==> src/adll_pkg.sv <==
// shared constants, types and helpers of the array doubly linked list
package adll_pkg;

    // store geometry
    localparam int DEPTH      = 16;
    localparam int DATA_WIDTH = 32;
    localparam int ADDR_W     = $clog2(DEPTH);
    localparam int LINK_W     = $clog2(DEPTH + 1);

    // port field widths
    localparam int OP_W    = 3;
    localparam int POS_W   = 5;
    localparam int VALUE_W = 32;
    localparam int COUNT_W = 5;
    localparam int CMP_W   = ((LINK_W > POS_W) ? LINK_W : POS_W) + 1;

    // packed stream widths
    localparam int S_TDATA_W = ((OP_W + POS_W + VALUE_W + 7) / 8) * 8;
    localparam int M_TDATA_W = ((VALUE_W + COUNT_W + 7) / 8) * 8;

    typedef logic [LINK_W-1:0]     link_t;
    typedef logic [ADDR_W-1:0]     addr_t;
    typedef logic [DATA_WIDTH-1:0] data_t;

    // link code for "no node"
    localparam link_t NIL = LINK_W'(DEPTH);

    typedef enum logic [OP_W-1:0] {
        OP_INS_HEAD = 3'd0,
        OP_INS_POS  = 3'd1,
        OP_INS_TAIL = 3'd2,
        OP_DEL_HEAD = 3'd3,
        OP_DEL_POS  = 3'd4,
        OP_DEL_TAIL = 3'd5,
        OP_WALK_FWD = 3'd6,
        OP_WALK_REV = 3'd7
    } op_t;

    typedef enum logic [1:0] {
        ST_OK     = 2'd0,
        ST_FULL   = 2'd1,
        ST_EMPTY  = 2'd2,
        ST_BADPOS = 2'd3
    } status_t;

    typedef enum logic [3:0] {
        S_IDLE,
        S_DECODE,
        S_INS_FREE,
        S_INS_TAIL,
        S_INS_SPLICE,
        S_SEEK,
        S_DEL_HEAD,
        S_DEL_TAIL,
        S_RELEASE,
        S_WALK,
        S_EMIT
    } state_t;

    // node memory access: one read address for all fields, one write per field
    typedef struct packed {
        logic  re;
        addr_t raddr;
        logic  fwd_we;
        addr_t fwd_waddr;
        link_t fwd_wdata;
        logic  bwd_we;
        addr_t bwd_waddr;
        link_t bwd_wdata;
        logic  val_we;
        addr_t val_waddr;
        data_t val_wdata;
    } node_req_t;

    typedef struct packed {
        link_t fwd;
        link_t bwd;
        data_t value;
    } node_rsp_t;

    typedef struct packed {
        status_t            status;
        logic [VALUE_W-1:0] value;
        logic [COUNT_W-1:0] count;
        logic               last;
    } result_t;

    // sign extend a stored value to the result width
    function automatic logic [VALUE_W-1:0] value_to_out(data_t v);
        logic signed [DATA_WIDTH-1:0] sv;
        sv = v;
        value_to_out = VALUE_W'(sv);
    endfunction

endpackage

==> src/adll_ram.sv <==
// generic single write, single read ram with registered read data
module adll_ram #(
    parameter int WIDTH   = 8,
    parameter int DEPTH_N = 16
) (
    input  logic                       aclk,
    input  logic                       we,
    input  logic [$clog2(DEPTH_N)-1:0] waddr,
    input  logic [WIDTH-1:0]           wdata,
    input  logic                       re,
    input  logic [$clog2(DEPTH_N)-1:0] raddr,
    output logic [WIDTH-1:0]           rdata
);

    logic [WIDTH-1:0] mem [DEPTH_N];

    // write port
    always_ff @(posedge aclk) begin
        if (we) begin
            mem[waddr] <= wdata;
        end
    end

    // read port, data holds while no read is issued
    always_ff @(posedge aclk) begin
        if (re) begin
            rdata <= mem[raddr];
        end
    end

endmodule

==> src/adll_node_mem.sv <==
// node store: value, forward link and backward link memories
module adll_node_mem
    import adll_pkg::*;
(
    input  logic      aclk,
    input  logic      aresetn,
    input  node_req_t req,
    output node_rsp_t rsp
);

    link_t      fwd_q;
    link_t      bwd_q;
    data_t      val_q;
    logic [DEPTH-1:0] fwd_vld_reg;
    logic [DEPTH-1:0] bwd_vld_reg;
    logic       fwd_rvld_reg;
    logic       bwd_rvld_reg;
    addr_t      raddr_reg;

    adll_ram #(.WIDTH(DATA_WIDTH), .DEPTH_N(DEPTH)) u_val_ram (
        .aclk  (aclk),
        .we    (req.val_we),
        .waddr (req.val_waddr),
        .wdata (req.val_wdata),
        .re    (req.re),
        .raddr (req.raddr),
        .rdata (val_q)
    );

    adll_ram #(.WIDTH(LINK_W), .DEPTH_N(DEPTH)) u_fwd_ram (
        .aclk  (aclk),
        .we    (req.fwd_we),
        .waddr (req.fwd_waddr),
        .wdata (req.fwd_wdata),
        .re    (req.re),
        .raddr (req.raddr),
        .rdata (fwd_q)
    );

    adll_ram #(.WIDTH(LINK_W), .DEPTH_N(DEPTH)) u_bwd_ram (
        .aclk  (aclk),
        .we    (req.bwd_we),
        .waddr (req.bwd_waddr),
        .wdata (req.bwd_wdata),
        .re    (req.re),
        .raddr (req.raddr),
        .rdata (bwd_q)
    );

    // written flags for the link memories, cleared by reset
    always_ff @(posedge aclk) begin
        if (!aresetn) begin
            fwd_vld_reg <= '0;
            bwd_vld_reg <= '0;
        end else begin
            if (req.fwd_we) begin
                fwd_vld_reg[req.fwd_waddr] <= 1'b1;
            end
            if (req.bwd_we) begin
                bwd_vld_reg[req.bwd_waddr] <= 1'b1;
            end
        end
    end

    // flags and address travel with the read data
    always_ff @(posedge aclk) begin
        if (!aresetn) begin
            fwd_rvld_reg <= 1'b0;
            bwd_rvld_reg <= 1'b0;
            raddr_reg    <= '0;
        end else if (req.re) begin
            fwd_rvld_reg <= fwd_vld_reg[req.raddr];
            bwd_rvld_reg <= bwd_vld_reg[req.raddr];
            raddr_reg    <= req.raddr;
        end
    end

    // unwritten links read as their reset chain
    always_comb begin
        rsp.value = val_q;
        rsp.fwd   = fwd_rvld_reg ? fwd_q : (LINK_W'(raddr_reg) + LINK_W'(1));
        rsp.bwd   = bwd_rvld_reg ? bwd_q : NIL;
    end

endmodule

==> src/adll_ctrl.sv <==
// request sequencer: list pointers, free list and node read-modify-write steps
module adll_ctrl
    import adll_pkg::*;
(
    input  logic             aclk,
    input  logic             aresetn,
    input  logic             in_valid,
    output logic             in_ready,
    input  op_t              in_op,
    input  logic [POS_W-1:0] in_pos,
    input  logic [VALUE_W-1:0] in_value,
    input  logic             out_ready,
    output logic             res_valid,
    output result_t          res,
    output node_req_t        mem_req,
    input  node_rsp_t        mem_rsp
);

    state_t             state_reg, state_next;
    op_t                op_reg, op_next;
    logic [POS_W-1:0]   pos_reg, pos_next;
    data_t              val_reg, val_next;
    link_t              head_reg, head_next;
    link_t              tail_reg, tail_next;
    link_t              free_reg, free_next;
    link_t              count_reg, count_next;
    link_t              cur_reg, cur_next;
    link_t              node_reg, node_next;
    link_t              prev_reg, prev_next;
    logic [POS_W-1:0]   rem_reg, rem_next;
    status_t            rstat_reg, rstat_next;
    logic [VALUE_W-1:0] rval_reg, rval_next;

    logic [CMP_W-1:0] pos_ext;
    logic [CMP_W-1:0] cnt_ext;
    logic             is_ins;
    logic             ins_head;
    logic             ins_tail;
    logic             del_head;
    logic             del_tail;
    link_t            walk_next;

    // position tests against the element count
    always_comb begin
        pos_ext   = CMP_W'(pos_reg);
        cnt_ext   = CMP_W'(count_reg);
        is_ins    = op_reg inside {OP_INS_HEAD, OP_INS_POS, OP_INS_TAIL};
        ins_head  = (op_reg == OP_INS_HEAD) || ((op_reg == OP_INS_POS) && (pos_ext == 1));
        ins_tail  = (op_reg == OP_INS_TAIL) ||
                    ((op_reg == OP_INS_POS) && (pos_ext == cnt_ext + CMP_W'(1)));
        del_head  = (op_reg == OP_DEL_HEAD) || ((op_reg == OP_DEL_POS) && (pos_ext == 1));
        del_tail  = (op_reg == OP_DEL_TAIL) || ((op_reg == OP_DEL_POS) && (pos_ext == cnt_ext));
        walk_next = (op_reg == OP_WALK_FWD) ? mem_rsp.fwd : mem_rsp.bwd;
    end

    // control state
    always_ff @(posedge aclk) begin
        if (!aresetn) begin
            state_reg <= S_IDLE;
            head_reg  <= NIL;
            tail_reg  <= NIL;
            free_reg  <= '0;
            count_reg <= '0;
        end else begin
            state_reg <= state_next;
            head_reg  <= head_next;
            tail_reg  <= tail_next;
            free_reg  <= free_next;
            count_reg <= count_next;
        end
    end

    // request and working registers
    always_ff @(posedge aclk) begin
        op_reg    <= op_next;
        pos_reg   <= pos_next;
        val_reg   <= val_next;
        cur_reg   <= cur_next;
        node_reg  <= node_next;
        prev_reg  <= prev_next;
        rem_reg   <= rem_next;
        rstat_reg <= rstat_next;
        rval_reg  <= rval_next;
    end

    // next state, memory accesses and results
    always_comb begin
        state_next = state_reg;
        op_next    = op_reg;
        pos_next   = pos_reg;
        val_next   = val_reg;
        head_next  = head_reg;
        tail_next  = tail_reg;
        free_next  = free_reg;
        count_next = count_reg;
        cur_next   = cur_reg;
        node_next  = node_reg;
        prev_next  = prev_reg;
        rem_next   = rem_reg;
        rstat_next = rstat_reg;
        rval_next  = rval_reg;

        in_ready   = 1'b0;
        res_valid  = 1'b0;
        res.status = rstat_reg;
        res.value  = rval_reg;
        res.count  = COUNT_W'(count_reg);
        res.last   = 1'b1;
        mem_req    = '0;

        case (state_reg)
            S_IDLE: begin
                in_ready = 1'b1;
                if (in_valid) begin
                    op_next    = in_op;
                    pos_next   = in_pos;
                    val_next   = DATA_WIDTH'(in_value);
                    state_next = S_DECODE;
                end
            end

            S_DECODE: begin
                rstat_next = ST_OK;
                rval_next  = '0;
                case (op_reg)
                    OP_INS_HEAD, OP_INS_POS, OP_INS_TAIL: begin
                        if (free_reg == NIL) begin
                            rstat_next = ST_FULL;
                            state_next = S_EMIT;
                        end else if ((op_reg == OP_INS_POS) &&
                                     ((pos_ext == 0) || (pos_ext > cnt_ext + CMP_W'(1)))) begin
                            rstat_next = ST_BADPOS;
                            state_next = S_EMIT;
                        end else begin
                            node_next     = free_reg;
                            mem_req.re    = 1'b1;
                            mem_req.raddr = free_reg[ADDR_W-1:0];
                            state_next    = S_INS_FREE;
                        end
                    end
                    OP_DEL_HEAD, OP_DEL_POS, OP_DEL_TAIL: begin
                        if ((head_reg == NIL) || (count_reg == 0)) begin
                            rstat_next = ST_EMPTY;
                            state_next = S_EMIT;
                        end else if ((op_reg == OP_DEL_POS) &&
                                     ((pos_ext == 0) || (pos_ext > cnt_ext))) begin
                            rstat_next = ST_BADPOS;
                            state_next = S_EMIT;
                        end else if (del_head) begin
                            node_next     = head_reg;
                            mem_req.re    = 1'b1;
                            mem_req.raddr = head_reg[ADDR_W-1:0];
                            state_next    = S_DEL_HEAD;
                        end else if (del_tail) begin
                            node_next     = tail_reg;
                            mem_req.re    = 1'b1;
                            mem_req.raddr = tail_reg[ADDR_W-1:0];
                            state_next    = S_DEL_TAIL;
                        end else begin
                            cur_next      = head_reg;
                            rem_next      = pos_reg - POS_W'(1);
                            mem_req.re    = 1'b1;
                            mem_req.raddr = head_reg[ADDR_W-1:0];
                            state_next    = S_SEEK;
                        end
                    end
                    OP_WALK_FWD, OP_WALK_REV: begin
                        cur_next = (op_reg == OP_WALK_FWD) ? head_reg : tail_reg;
                        if (cur_next == NIL) begin
                            rstat_next = ST_EMPTY;
                            state_next = S_EMIT;
                        end else begin
                            mem_req.re    = 1'b1;
                            mem_req.raddr = cur_next[ADDR_W-1:0];
                            state_next    = S_WALK;
                        end
                    end
                    default: begin
                        state_next = S_IDLE;
                    end
                endcase
            end

            // take the free node and link it where the request asks
            S_INS_FREE: begin
                free_next         = mem_rsp.fwd;
                count_next        = count_reg + LINK_W'(1);
                mem_req.val_we    = 1'b1;
                mem_req.val_waddr = node_reg[ADDR_W-1:0];
                mem_req.val_wdata = val_reg;
                if (ins_head) begin
                    mem_req.fwd_we    = 1'b1;
                    mem_req.fwd_waddr = node_reg[ADDR_W-1:0];
                    mem_req.fwd_wdata = head_reg;
                    if (head_reg != NIL) begin
                        mem_req.bwd_we    = 1'b1;
                        mem_req.bwd_waddr = head_reg[ADDR_W-1:0];
                        mem_req.bwd_wdata = node_reg;
                    end
                    if (tail_reg == NIL) begin
                        tail_next = node_reg;
                    end
                    head_next  = node_reg;
                    state_next = S_EMIT;
                end else if (ins_tail) begin
                    mem_req.fwd_we    = 1'b1;
                    mem_req.fwd_waddr = node_reg[ADDR_W-1:0];
                    mem_req.fwd_wdata = NIL;
                    mem_req.bwd_we    = 1'b1;
                    mem_req.bwd_waddr = node_reg[ADDR_W-1:0];
                    mem_req.bwd_wdata = tail_reg;
                    prev_next         = tail_reg;
                    tail_next         = node_reg;
                    if (tail_reg == NIL) begin
                        head_next  = node_reg;
                        state_next = S_EMIT;
                    end else begin
                        state_next = S_INS_TAIL;
                    end
                end else begin
                    cur_next      = head_reg;
                    rem_next      = pos_reg - POS_W'(1);
                    mem_req.re    = 1'b1;
                    mem_req.raddr = head_reg[ADDR_W-1:0];
                    state_next    = S_SEEK;
                end
            end

            // old tail points at the new node
            S_INS_TAIL: begin
                mem_req.fwd_we    = 1'b1;
                mem_req.fwd_waddr = prev_reg[ADDR_W-1:0];
                mem_req.fwd_wdata = node_reg;
                state_next        = S_EMIT;
            end

            // follow forward links one node per cycle
            S_SEEK: begin
                if (rem_reg != 0) begin
                    cur_next      = mem_rsp.fwd;
                    rem_next      = rem_reg - POS_W'(1);
                    mem_req.re    = 1'b1;
                    mem_req.raddr = mem_rsp.fwd[ADDR_W-1:0];
                end else if (is_ins) begin
                    mem_req.fwd_we    = 1'b1;
                    mem_req.fwd_waddr = node_reg[ADDR_W-1:0];
                    mem_req.fwd_wdata = cur_reg;
                    mem_req.bwd_we    = 1'b1;
                    mem_req.bwd_waddr = node_reg[ADDR_W-1:0];
                    mem_req.bwd_wdata = mem_rsp.bwd;
                    prev_next         = mem_rsp.bwd;
                    state_next        = S_INS_SPLICE;
                end else begin
                    node_next         = cur_reg;
                    rval_next         = value_to_out(mem_rsp.value);
                    mem_req.fwd_we    = 1'b1;
                    mem_req.fwd_waddr = mem_rsp.bwd[ADDR_W-1:0];
                    mem_req.fwd_wdata = mem_rsp.fwd;
                    mem_req.bwd_we    = 1'b1;
                    mem_req.bwd_waddr = mem_rsp.fwd[ADDR_W-1:0];
                    mem_req.bwd_wdata = mem_rsp.bwd;
                    state_next        = S_RELEASE;
                end
            end

            // neighbors point at the new node
            S_INS_SPLICE: begin
                mem_req.fwd_we    = 1'b1;
                mem_req.fwd_waddr = prev_reg[ADDR_W-1:0];
                mem_req.fwd_wdata = node_reg;
                mem_req.bwd_we    = 1'b1;
                mem_req.bwd_waddr = cur_reg[ADDR_W-1:0];
                mem_req.bwd_wdata = node_reg;
                state_next        = S_EMIT;
            end

            S_DEL_HEAD: begin
                rval_next = value_to_out(mem_rsp.value);
                head_next = mem_rsp.fwd;
                if (mem_rsp.fwd == NIL) begin
                    tail_next = NIL;
                end else begin
                    mem_req.bwd_we    = 1'b1;
                    mem_req.bwd_waddr = mem_rsp.fwd[ADDR_W-1:0];
                    mem_req.bwd_wdata = NIL;
                end
                state_next = S_RELEASE;
            end

            S_DEL_TAIL: begin
                rval_next = value_to_out(mem_rsp.value);
                tail_next = mem_rsp.bwd;
                if (mem_rsp.bwd == NIL) begin
                    head_next = NIL;
                end else begin
                    mem_req.fwd_we    = 1'b1;
                    mem_req.fwd_waddr = mem_rsp.bwd[ADDR_W-1:0];
                    mem_req.fwd_wdata = NIL;
                end
                state_next = S_RELEASE;
            end

            // removed node goes to the front of the free list
            S_RELEASE: begin
                mem_req.fwd_we    = 1'b1;
                mem_req.fwd_waddr = node_reg[ADDR_W-1:0];
                mem_req.fwd_wdata = free_reg;
                mem_req.bwd_we    = 1'b1;
                mem_req.bwd_waddr = node_reg[ADDR_W-1:0];
                mem_req.bwd_wdata = NIL;
                free_next         = node_reg;
                count_next        = count_reg - LINK_W'(1);
                state_next        = S_EMIT;
            end

            // one item per node, next read issued as the item leaves
            S_WALK: begin
                res_valid  = 1'b1;
                res.status = ST_OK;
                res.value  = value_to_out(mem_rsp.value);
                res.last   = (walk_next == NIL);
                if (out_ready) begin
                    if (walk_next == NIL) begin
                        state_next = S_IDLE;
                    end else begin
                        mem_req.re    = 1'b1;
                        mem_req.raddr = walk_next[ADDR_W-1:0];
                    end
                end
            end

            S_EMIT: begin
                res_valid = 1'b1;
                if (out_ready) begin
                    state_next = S_IDLE;
                end
            end

            default: begin
                state_next = S_IDLE;
            end
        endcase
    end

endmodule

==> src/array_doubly_linked_list_top.sv <==
// Doubly linked list of up to 16 values in node memories with a free list.
// One request is worked at a time. Positional requests pass one node per
// cycle on the way to the position, since the forward link memory is read
// once per cycle while walking to the position. During a walk, the link
// read of the next node overlaps the item being sent. Every result leaves
// through an output register, so a result may wait on m_axis_tready while
// the next request is being worked. No clearing pass is needed after reset.
module array_doubly_linked_list_top
    import adll_pkg::*;
(
    input  logic                 aclk,
    input  logic                 aresetn,
    input  logic                 s_axis_tvalid,
    output logic                 s_axis_tready,
    // operation [2:0], position [7:3], value_in [39:8]
    input  logic [S_TDATA_W-1:0] s_axis_tdata,
    output logic                 m_axis_tvalid,
    input  logic                 m_axis_tready,
    // value_out [31:0], element_count [36:32], zero fill [39:37]
    output logic [M_TDATA_W-1:0] m_axis_tdata,
    // status [1:0]
    output logic [1:0]           m_axis_tuser,
    output logic                 m_axis_tlast
);

    node_req_t mem_req;
    node_rsp_t mem_rsp;
    logic      res_valid;
    result_t   res;
    logic      out_ready;
    logic      m_valid_reg;
    result_t   m_res_reg;

    adll_ctrl u_ctrl (
        .aclk      (aclk),
        .aresetn   (aresetn),
        .in_valid  (s_axis_tvalid),
        .in_ready  (s_axis_tready),
        .in_op     (op_t'(s_axis_tdata[OP_W-1:0])),
        .in_pos    (s_axis_tdata[OP_W+POS_W-1:OP_W]),
        .in_value  (s_axis_tdata[OP_W+POS_W+VALUE_W-1:OP_W+POS_W]),
        .out_ready (out_ready),
        .res_valid (res_valid),
        .res       (res),
        .mem_req   (mem_req),
        .mem_rsp   (mem_rsp)
    );

    adll_node_mem u_node_mem (
        .aclk    (aclk),
        .aresetn (aresetn),
        .req     (mem_req),
        .rsp     (mem_rsp)
    );

    // output register
    assign out_ready = !m_valid_reg || m_axis_tready;

    always_ff @(posedge aclk) begin
        if (!aresetn) begin
            m_valid_reg <= 1'b0;
        end else if (out_ready) begin
            m_valid_reg <= res_valid;
        end
    end

    always_ff @(posedge aclk) begin
        if (out_ready && res_valid) begin
            m_res_reg <= res;
        end
    end

    // pack the result item
    assign m_axis_tvalid = m_valid_reg;
    assign m_axis_tdata  = M_TDATA_W'({m_res_reg.count, m_res_reg.value});
    assign m_axis_tuser  = m_res_reg.status;
    assign m_axis_tlast  = m_res_reg.last;

endmodule

==> config.mk <==
export PLATFORM = sky130hd
export DESIGN_NAME = array_doubly_linked_list_top
export DESIGN_NICKNAME = d
export VERILOG_FILES = /design/src/adll_pkg.sv /design/src/adll_ram.sv /design/src/adll_node_mem.sv /design/src/adll_ctrl.sv /design/src/array_doubly_linked_list_top.sv
export SDC_FILE = /design/constraint.sdc
export NUM_CORES = 1
export LEC_CHECK = 0
export BUFFER_PORTS_ARGS = -buffer_cell sky130_fd_sc_hd__buf_2
export CAP_MARGIN = 0
export CORE_UTILIZATION = 55
export CTS_BUF_LIST = sky130_fd_sc_hd__clkbuf_16
export CTS_CLUSTER_DIAMETER = 100
export DETAILED_ROUTE_END_ITERATION = 6
export GPL_TIMING_DRIVEN = 0
export PLACE_DENSITY = 0.71
export SYNTH_ARGS = -nofsm -noshare
export SYNTH_HDL_FRONTEND = slang
export SYNTH_SLANG_ARGS = --single-unit
==> constraint.sdc <==
create_clock -name aclk -period 6.4 [get_ports aclk]
set_clock_uncertainty 0.2 [all_clocks]
set_input_delay 0.64 -clock aclk [delete_from_list [all_inputs] [get_ports aclk]]
set_output_delay 0.64 -clock aclk [all_outputs]
set_load 0.02 [all_outputs]
==> flow_summary.toml, run 1 <==
[run_status]
status = "finished, violations left"
violations = "DRC"

[timing]
hold_viol = 0
whs_ps = 202
slew_headroom = 0.0699
grt_setup_unrepaired = "false"
setup_tns_ps = 0
tightest_slew_ps = 1380
setup_viol = 0
slew_violations = 0
fin_crit_sh = 0.905
min_period_ps = 5790
max_freq_mhz = 173
fin_ws_ps = 609

[setup_path]
cp.arrival_ps = 6070
path_class = "register to register"
worstRegToRegCells = 12
max_stage_delay_ps = 980
slowest_stage = "nor2_1"
path_cells = "nor2_1 -> and2_1 -> nand2_1 -> a211oi_4 -> a32oi_2 -> nand2_2 -> clkbuf_1 -> clkbuf_1 -> nand2_1 -> nand3_1 -> nand4_1 -> nand3_1"
r2r-end = "u_node_mem.u_val_ram.rdata[12]$_DFFE_PP_"
endpoint_kind = "register"
timing.rr.start = "u_ctrl.state_reg[3]$_SDFFE_PN0P_"
cp_data_required_time_ps = 6680
cp_num_buf_inv = 2
r2r_slack_ps = 610
critPathMaxFanout = 10
start_kind = "register"
critPathTopFamily = "simple AND/OR/NAND/NOR gates"

[min_path]
whs_path_depth = 3
hold_end = "u_node_mem.raddr_reg[3]$_SDFFE_PN0P_"
hp-start = "aresetn"
worstHoldPathType = "input port to register"

[detailed_routing]
totalWireLength_um = 114000
viasPerCell = 6.34
firstDrtPassIters = 7
wire_per_inst_um = 26.8
drt-initial-drc-count = 4092
vias = 27000
drc_errors = 9
antenna_left = 0

[clock_tree]
clk_path_buf_depth = 3
cts_tree = "built"
insertion_delay_ps = 660
root_buffer = "clkbuf_16"
cts_htree_levels = 3
clock_sinks = 910
clk_pin_slew_ps = 60
cts_resized = 0
cts_buffers = 92

[placement]
finalWeightedCongestion = 0.977
hpwl_um = 79900
pre_cts_ws_ps = 878
port_buffers = 85

[logic_synthesis]
syn_area_per_cell_um2 = 12.5
synth_edf_count = 847
netlist-cell-type-count = 81
synth_ff_type = "edfxtp_1"
synth-seq-cells = 910
yosysWarnings = 0
synthesis.area_mm2 = 0.0380
netlist_instances = 3040
async_reset_ff_frac = 0
ys_seq_area_frac = 0.702

[flow_run]
maxCapViolCount = 0

[layout]
final_cell_mix = "edfxtp_1, nand2_1, nand3_1, buf_2, clkbuf_1"
fillCellCount = 5018
reg_top3 = "u_node_mem.u_val_ram.mem (512), u_node_mem.u_bwd_ram.mem (80), u_node_mem.u_fwd_ram.mem (80)"
regArea_mm2 = 0.0267
multi_input_area_mm2 = 0.0104
fin_nets = 3357
largest_register = "u_node_mem.u_val_ram.mem"
syn2layout_area_growth_pct = 14.4
layout_commonest_cell = "edfxtp_1"
largest_reg_flops = 512
utilization = 0.635
drive_above_1_share = 0.124

[global_routing]
grt_max_degree = 33
grtUsageTotal = 0.323
first_global_vias = 26000
gr-total-overflow = 0
grt_antenna_before_repair = 3
grt_pass1_wl_um = 166000

[power_and_ir_drop]
p_leak_uw = 0.0154
power.density_mw_per_mm2 = 366
peakVddDrop_mv = 0.279
power.total_uw = 15900

[floorplan]
die_x_um = 265
start_util = 0.555
coreArea_mm2 = 0.0685
ios = 89
die_area_mm2 = 0.0702
dieHeight_um = 265
rows = 96
## cells in the mapped netlist, types with 5 or more instances
library cell / count / area, um2
nor3_1: 17 / 85.1
a21oi_1: 87 / 435
a221o_1: 9 / 90.1
buf_4: 17 / 128
buf_1: 11 / 41.3
o21a_1: 36 / 270
nor4_1: 6 / 37.5
ha_1: 20 / 250
a31oi_1: 44 / 275
nor2_1: 123 / 462
mux2i_1: 23 / 230
o211ai_1: 5 / 37.5
and3_1: 85 / 532
a211oi_2: 6 / 75.1
nand3_1: 312 / 1560
xor2_1: 5 / 43.8
a22oi_1: 8 / 60.1
buf_2: 61 / 305
a222oi_1: 6 / 60.1
a21o_1: 6 / 45.0
a32oi_1: 43 / 377
and2_1: 38 / 238
dfxtp_1: 63 / 1260
edfxtp_1: 847 / 25400
or2_2: 5 / 31.3
o21ai_0: 43 / 215
xnor2_1: 9 / 78.8
nor2b_1: 10 / 62.6
nand4_1: 87 / 544
nand2_1: 680 / 2550
clkbuf_1: 120 / 450
nand2b_1: 17 / 106
nand3b_1: 6 / 45.0
mux2_2: 33 / 372
inv_1: 26 / 97.6
a221oi_1: 11 / 96.3
a211oi_1: 42 / 315
## worst max path at each step
| stage | from | to | slack, ps | cells after the start |
|---|---|---|---|---|
| floorplan | u_ctrl.rem_reg[0]$_DFFE_PP_ | u_ctrl.rval_reg[0]$_SDFFCE_PN0P_ | 2170 | 6 |
| global placement | u_ctrl.state_reg[3]$_SDFFE_PN0P_ | u_node_mem.u_val_ram.mem[8][27]$_DFFE_PP_ | -1440 | 5 |
| detailed placement | u_ctrl.state_reg[3]$_SDFFE_PN0P_ | u_node_mem.u_val_ram.rdata[12]$_DFFE_PP_ | 880 | 12 |
| CTS | u_ctrl.state_reg[3]$_SDFFE_PN0P_ | u_node_mem.u_val_ram.rdata[12]$_DFFE_PP_ | 770 | 12 |
| global route | u_ctrl.count_reg[3]$_SDFFE_PN0P_ | u_node_mem.u_val_ram.rdata[20]$_DFFE_PP_ | 560 | 16 |
| finish | u_ctrl.state_reg[3]$_SDFFE_PN0P_ | u_node_mem.u_val_ram.rdata[12]$_DFFE_PP_ | 610 | 12 |
## kinds of logic (layout without fill, tap and decap cells)
kind of cell / after synthesis / count (layout) / synth area share
mux: 56 / 56 / 0.0158
flops: 910 / 910 / 0.702
simple gates: 1408 / 1408 / 0.171
other cells: 1 / 5 / 0.0000986
fa+ha+maj: 21 / 21 / 0.00711
xor+xnor: 14 / 14 / 0.00323
buf+inv: 239 / 564 / 0.0275
compound gates: 391 / 391 / 0.0733
## where the power goes
group          total, uW  internal, uW  leakage, uW  switching [uW]
logic               3100           814      0.00567            2290
registers           7680          7440      0.00831             238
clock network       5140          2870      0.00147            2270
## worst register-to-register path: stages (launching register included)
cell and delay, ps:
dfxtp_1 390, nor2_1 980, and2_1 430, nand2_1 240, a211oi_4 580, a32oi_2 460, nand2_2 450, clkbuf_1 480
clkbuf_1 710, nand2_1 150, nand3_1 120, nand4_1 130, nand3_1 290
## layer usage
| layer | global-route usage | up-vias | routed length (um) |
|---|---|---|---|
| met2 | 0.496 | 1729 | 51200 |
| met5 | 0 | - | 7 |
| met1 | 0.447 | 13200 | 44900 |
| li1 | - | 11800 | - |
| met4 | 0.120 | 2 | 4160 |
| met3 | 0.0834 | 249 | 13400 |
## timing repair
action | 4_1_cts | 5_1_grt
hold buffers | 40 | 0
buffers inserted | 0 | 0
hold endpoints to repair | 40 | 0
## metrics by stage
step,cells,cell area (um2)
after CTS,4249,43500
after global placement,4009,39600
after detailed placement,4040,40200
after global routing,4249,43500
after floorplan,3042,38000
final,4251,43500
## cell type report
class                      count  area share
clock inverter                77      0.0131
antenna                        2    0.000115
tap                          882      0.0254
buffer                       210      0.0215
sequential                   910       0.614
clock buffer                  92      0.0529
timing repair buffer         156      0.0307
multi-input combinational   1893       0.240
inverter                      29     0.00250
No activity file was read; power rests on OpenSTA's default activity.
==> run 2, diff against run 1 <==
==> constraint.sdc (replaced) <==
create_clock -name aclk -period 5.45 [get_ports aclk]
set_clock_uncertainty 0.2 [all_clocks]
set_input_delay 0.545 -clock aclk [delete_from_list [all_inputs] [get_ports aclk]]
set_output_delay 0.545 -clock aclk [all_outputs]
set_load 0.02 [all_outputs]
==> flow_summary.toml, run 2 (synthesis gave the netlist of run 1 again) <==
[clock_tree]
cts_tree = "built"
clk_path_buf_depth = 3
root_buffer = "clkbuf_16"
insertion_delay_ps = 660
cts_htree_levels = 3
cts_buffers = 92
clk_pin_slew_ps = 60
clock_sinks = 910

[layout]
fillCellCount = 5018
final_cell_area_mm2 = 0.0435
largest_register = "u_node_mem.u_val_ram.mem"
largest_reg_flops = 512
drive_above_1_share = 0.126
final_cell_mix = "edfxtp_1, nand2_1, nand3_1, buf_2, clkbuf_1"
layout_commonest_cell = "edfxtp_1"
reg_top3 = "u_node_mem.u_val_ram.mem (512), u_node_mem.u_bwd_ram.mem (80), u_node_mem.u_fwd_ram.mem (80)"
fin_nets = 3358
syn2layout_area_growth_pct = 14.5

[power_and_ir_drop]
p_sw_frac = 0.301
p_leak_uw = 0.0155
power.density_mw_per_mm2 = 430
intPower_uw = 13100
clkPwrFrac = 0.322
peakVddDrop_mv = 0.327
comb_power_share = 0.195
p_sw_uw = 5620
p_seq_frac = 0.483

[floorplan]
ios = 89
rows = 96
dieHeight_um = 265
coreArea_mm2 = 0.0685
start_util = 0.555
die_area_mm2 = 0.0702
die_x_um = 265

[setup_path]
timing.rr.start = "u_ctrl.count_reg[3]$_SDFFE_PN0P_"
critPathLaunch = "u_ctrl.count_reg[3]$_SDFFE_PN0P_"
path_class = "register to register"
cp_data_required_time_ps = 5640
slowest_stage = "clkbuf_1"
critPathMaxFanout = 10
start_kind = "register"
path_cells = "clkbuf_1 -> nand3_1 -> xnor2_1 -> ha_1 -> and3_1 -> and3_1 -> a211oi_2 -> o31ai_1 -> a22oi_1 -> and2_1 -> buf_2 -> buf_2 -> clkbuf_1 -> a31oi_1 -> a32oi_1 -> nand3_1"
cp.arrival_ps = 5540
endpoint_kind = "register"
max_stage_delay_ps = 690

[timing]
slew_violations = 0
fin_crit_sh = 0.980
tightest_slew_ps = 1350
max_freq_mhz = 187
min_period_ps = 5340
setup_tns_ps = 0
whs_ps = 103
setup_viol = 0
grt_setup_unrepaired = "true"
slew_headroom = 0.0915
hold_viol = 0

[placement]
hpwl_um = 79900
port_buffers = 85
placed_cell_area_mm2 = 0.0402
finalWeightedCongestion = 0.977

[global_routing]
use_met1 = 0.447
grtUsageTotal = 0.323
grt_antenna_before_repair = 3
use_met2 = 0.496
grt_busiest_layer = "met2"
grt_pass1_wl_um = 166000
grt_max_degree = 33
first_global_vias = 26000
gr-total-overflow = 0
met3_usage = 0.0834

[detailed_routing]
wire_per_inst_um = 26.7
totalWireLength_um = 114000
drt-initial-drc-count = 4257
vias = 26900
firstDrtPassIters = 6
drc_errors = 0
viasPerCell = 6.34
antenna_left = 0

[min_path]
worstHoldPathType = "input port to register"
hp-start = "aresetn"

[flow_run]
maxCapViolCount = 0

[run_status]
status = "completed"
[run 2: repair_timing]
| action | CTS | global route |
|---|---|---|
| setup buffers | 0 | 1 |
| gates resized for setup | 1 | 14 |
| hold buffers | 40 | 0 |
| hold endpoints to repair | 40 | 0 |
| endpoints found under the setup margin | 14 | 42 |
| pin swaps | 0 | 1 |
[run 2: layout make-up]
type                       instances  area (um2)  share of cell area
clock inverter                    77         569              0.0131
tap                              882        1100              0.0254
inverter                          29         109             0.00250
clock buffer                      92        2300              0.0529
buffer                           210         943              0.0217
timing repair buffer             157        1340              0.0309
sequential                       910       26700               0.613
multi-input combinational       1893       10400               0.240
antenna                            1        2.50           0.0000575
[run 2: critical path: cells and delay by family, from the launching register on]
kind,cells,cell delay [ps]
AO/OA/AOI/OAI,5,1580
buffers and inverters,4,1560
AND/OR/NAND/NOR,5,860
flip-flops,1,350
adder cells (fa/ha/maj),1,280
XOR/XNOR,1,210
[run 2: path summary, 6_finish.rpt]
kind | endpoint | slack [ps] | cells past startpoint
max | u_node_mem.u_bwd_ram.rdata[1]$_DFFE_PP_ | 110 | 16
min | u_node_mem.raddr_reg[3]$_SDFFE_PN0P_ | 100 | 3
max reg2reg | u_node_mem.u_bwd_ram.rdata[1]$_DFFE_PP_ | 110 | 16
min reg2reg | m_axis_tdata[34]$_DFFE_PP_ | 260 | 0
[run 2: layer usage]
layer,vias to the layer above,wire [um]
met5,-,7
met4,2,4390
met3,266,13900
met2,1775,51000
met1,13100,44300
li1,11800,-
[run 2: through the flow]
| step | instances | total power (uW) | util | setup WS (ps) |
|---|---|---|---|---|
| after CTS | 4249 | 18600 | 0.635 | 24.0 |
| after global placement | 4009 | 12500 | 0.578 | -2390 |
| after floorplan | 3042 | 11200 | - | 1220 |
| after detailed placement | 4040 | 12700 | 0.587 | -72.3 |
| after global routing | 4250 | 19300 | 0.636 | -22.7 |
| final | 4251 | 18700 | 0.636 | 108 |
[run 2: power groups by stage]
stage                     clock network, uW  logic, uW  registers, uW
after floorplan                           0       2060           9120
after global placement                    0       3300           9190
after detailed placement                  0       3530           9160
after CTS                              6050       3570           9020
after global routing                   6350       3870           9070
final                                  6030       3640           9020
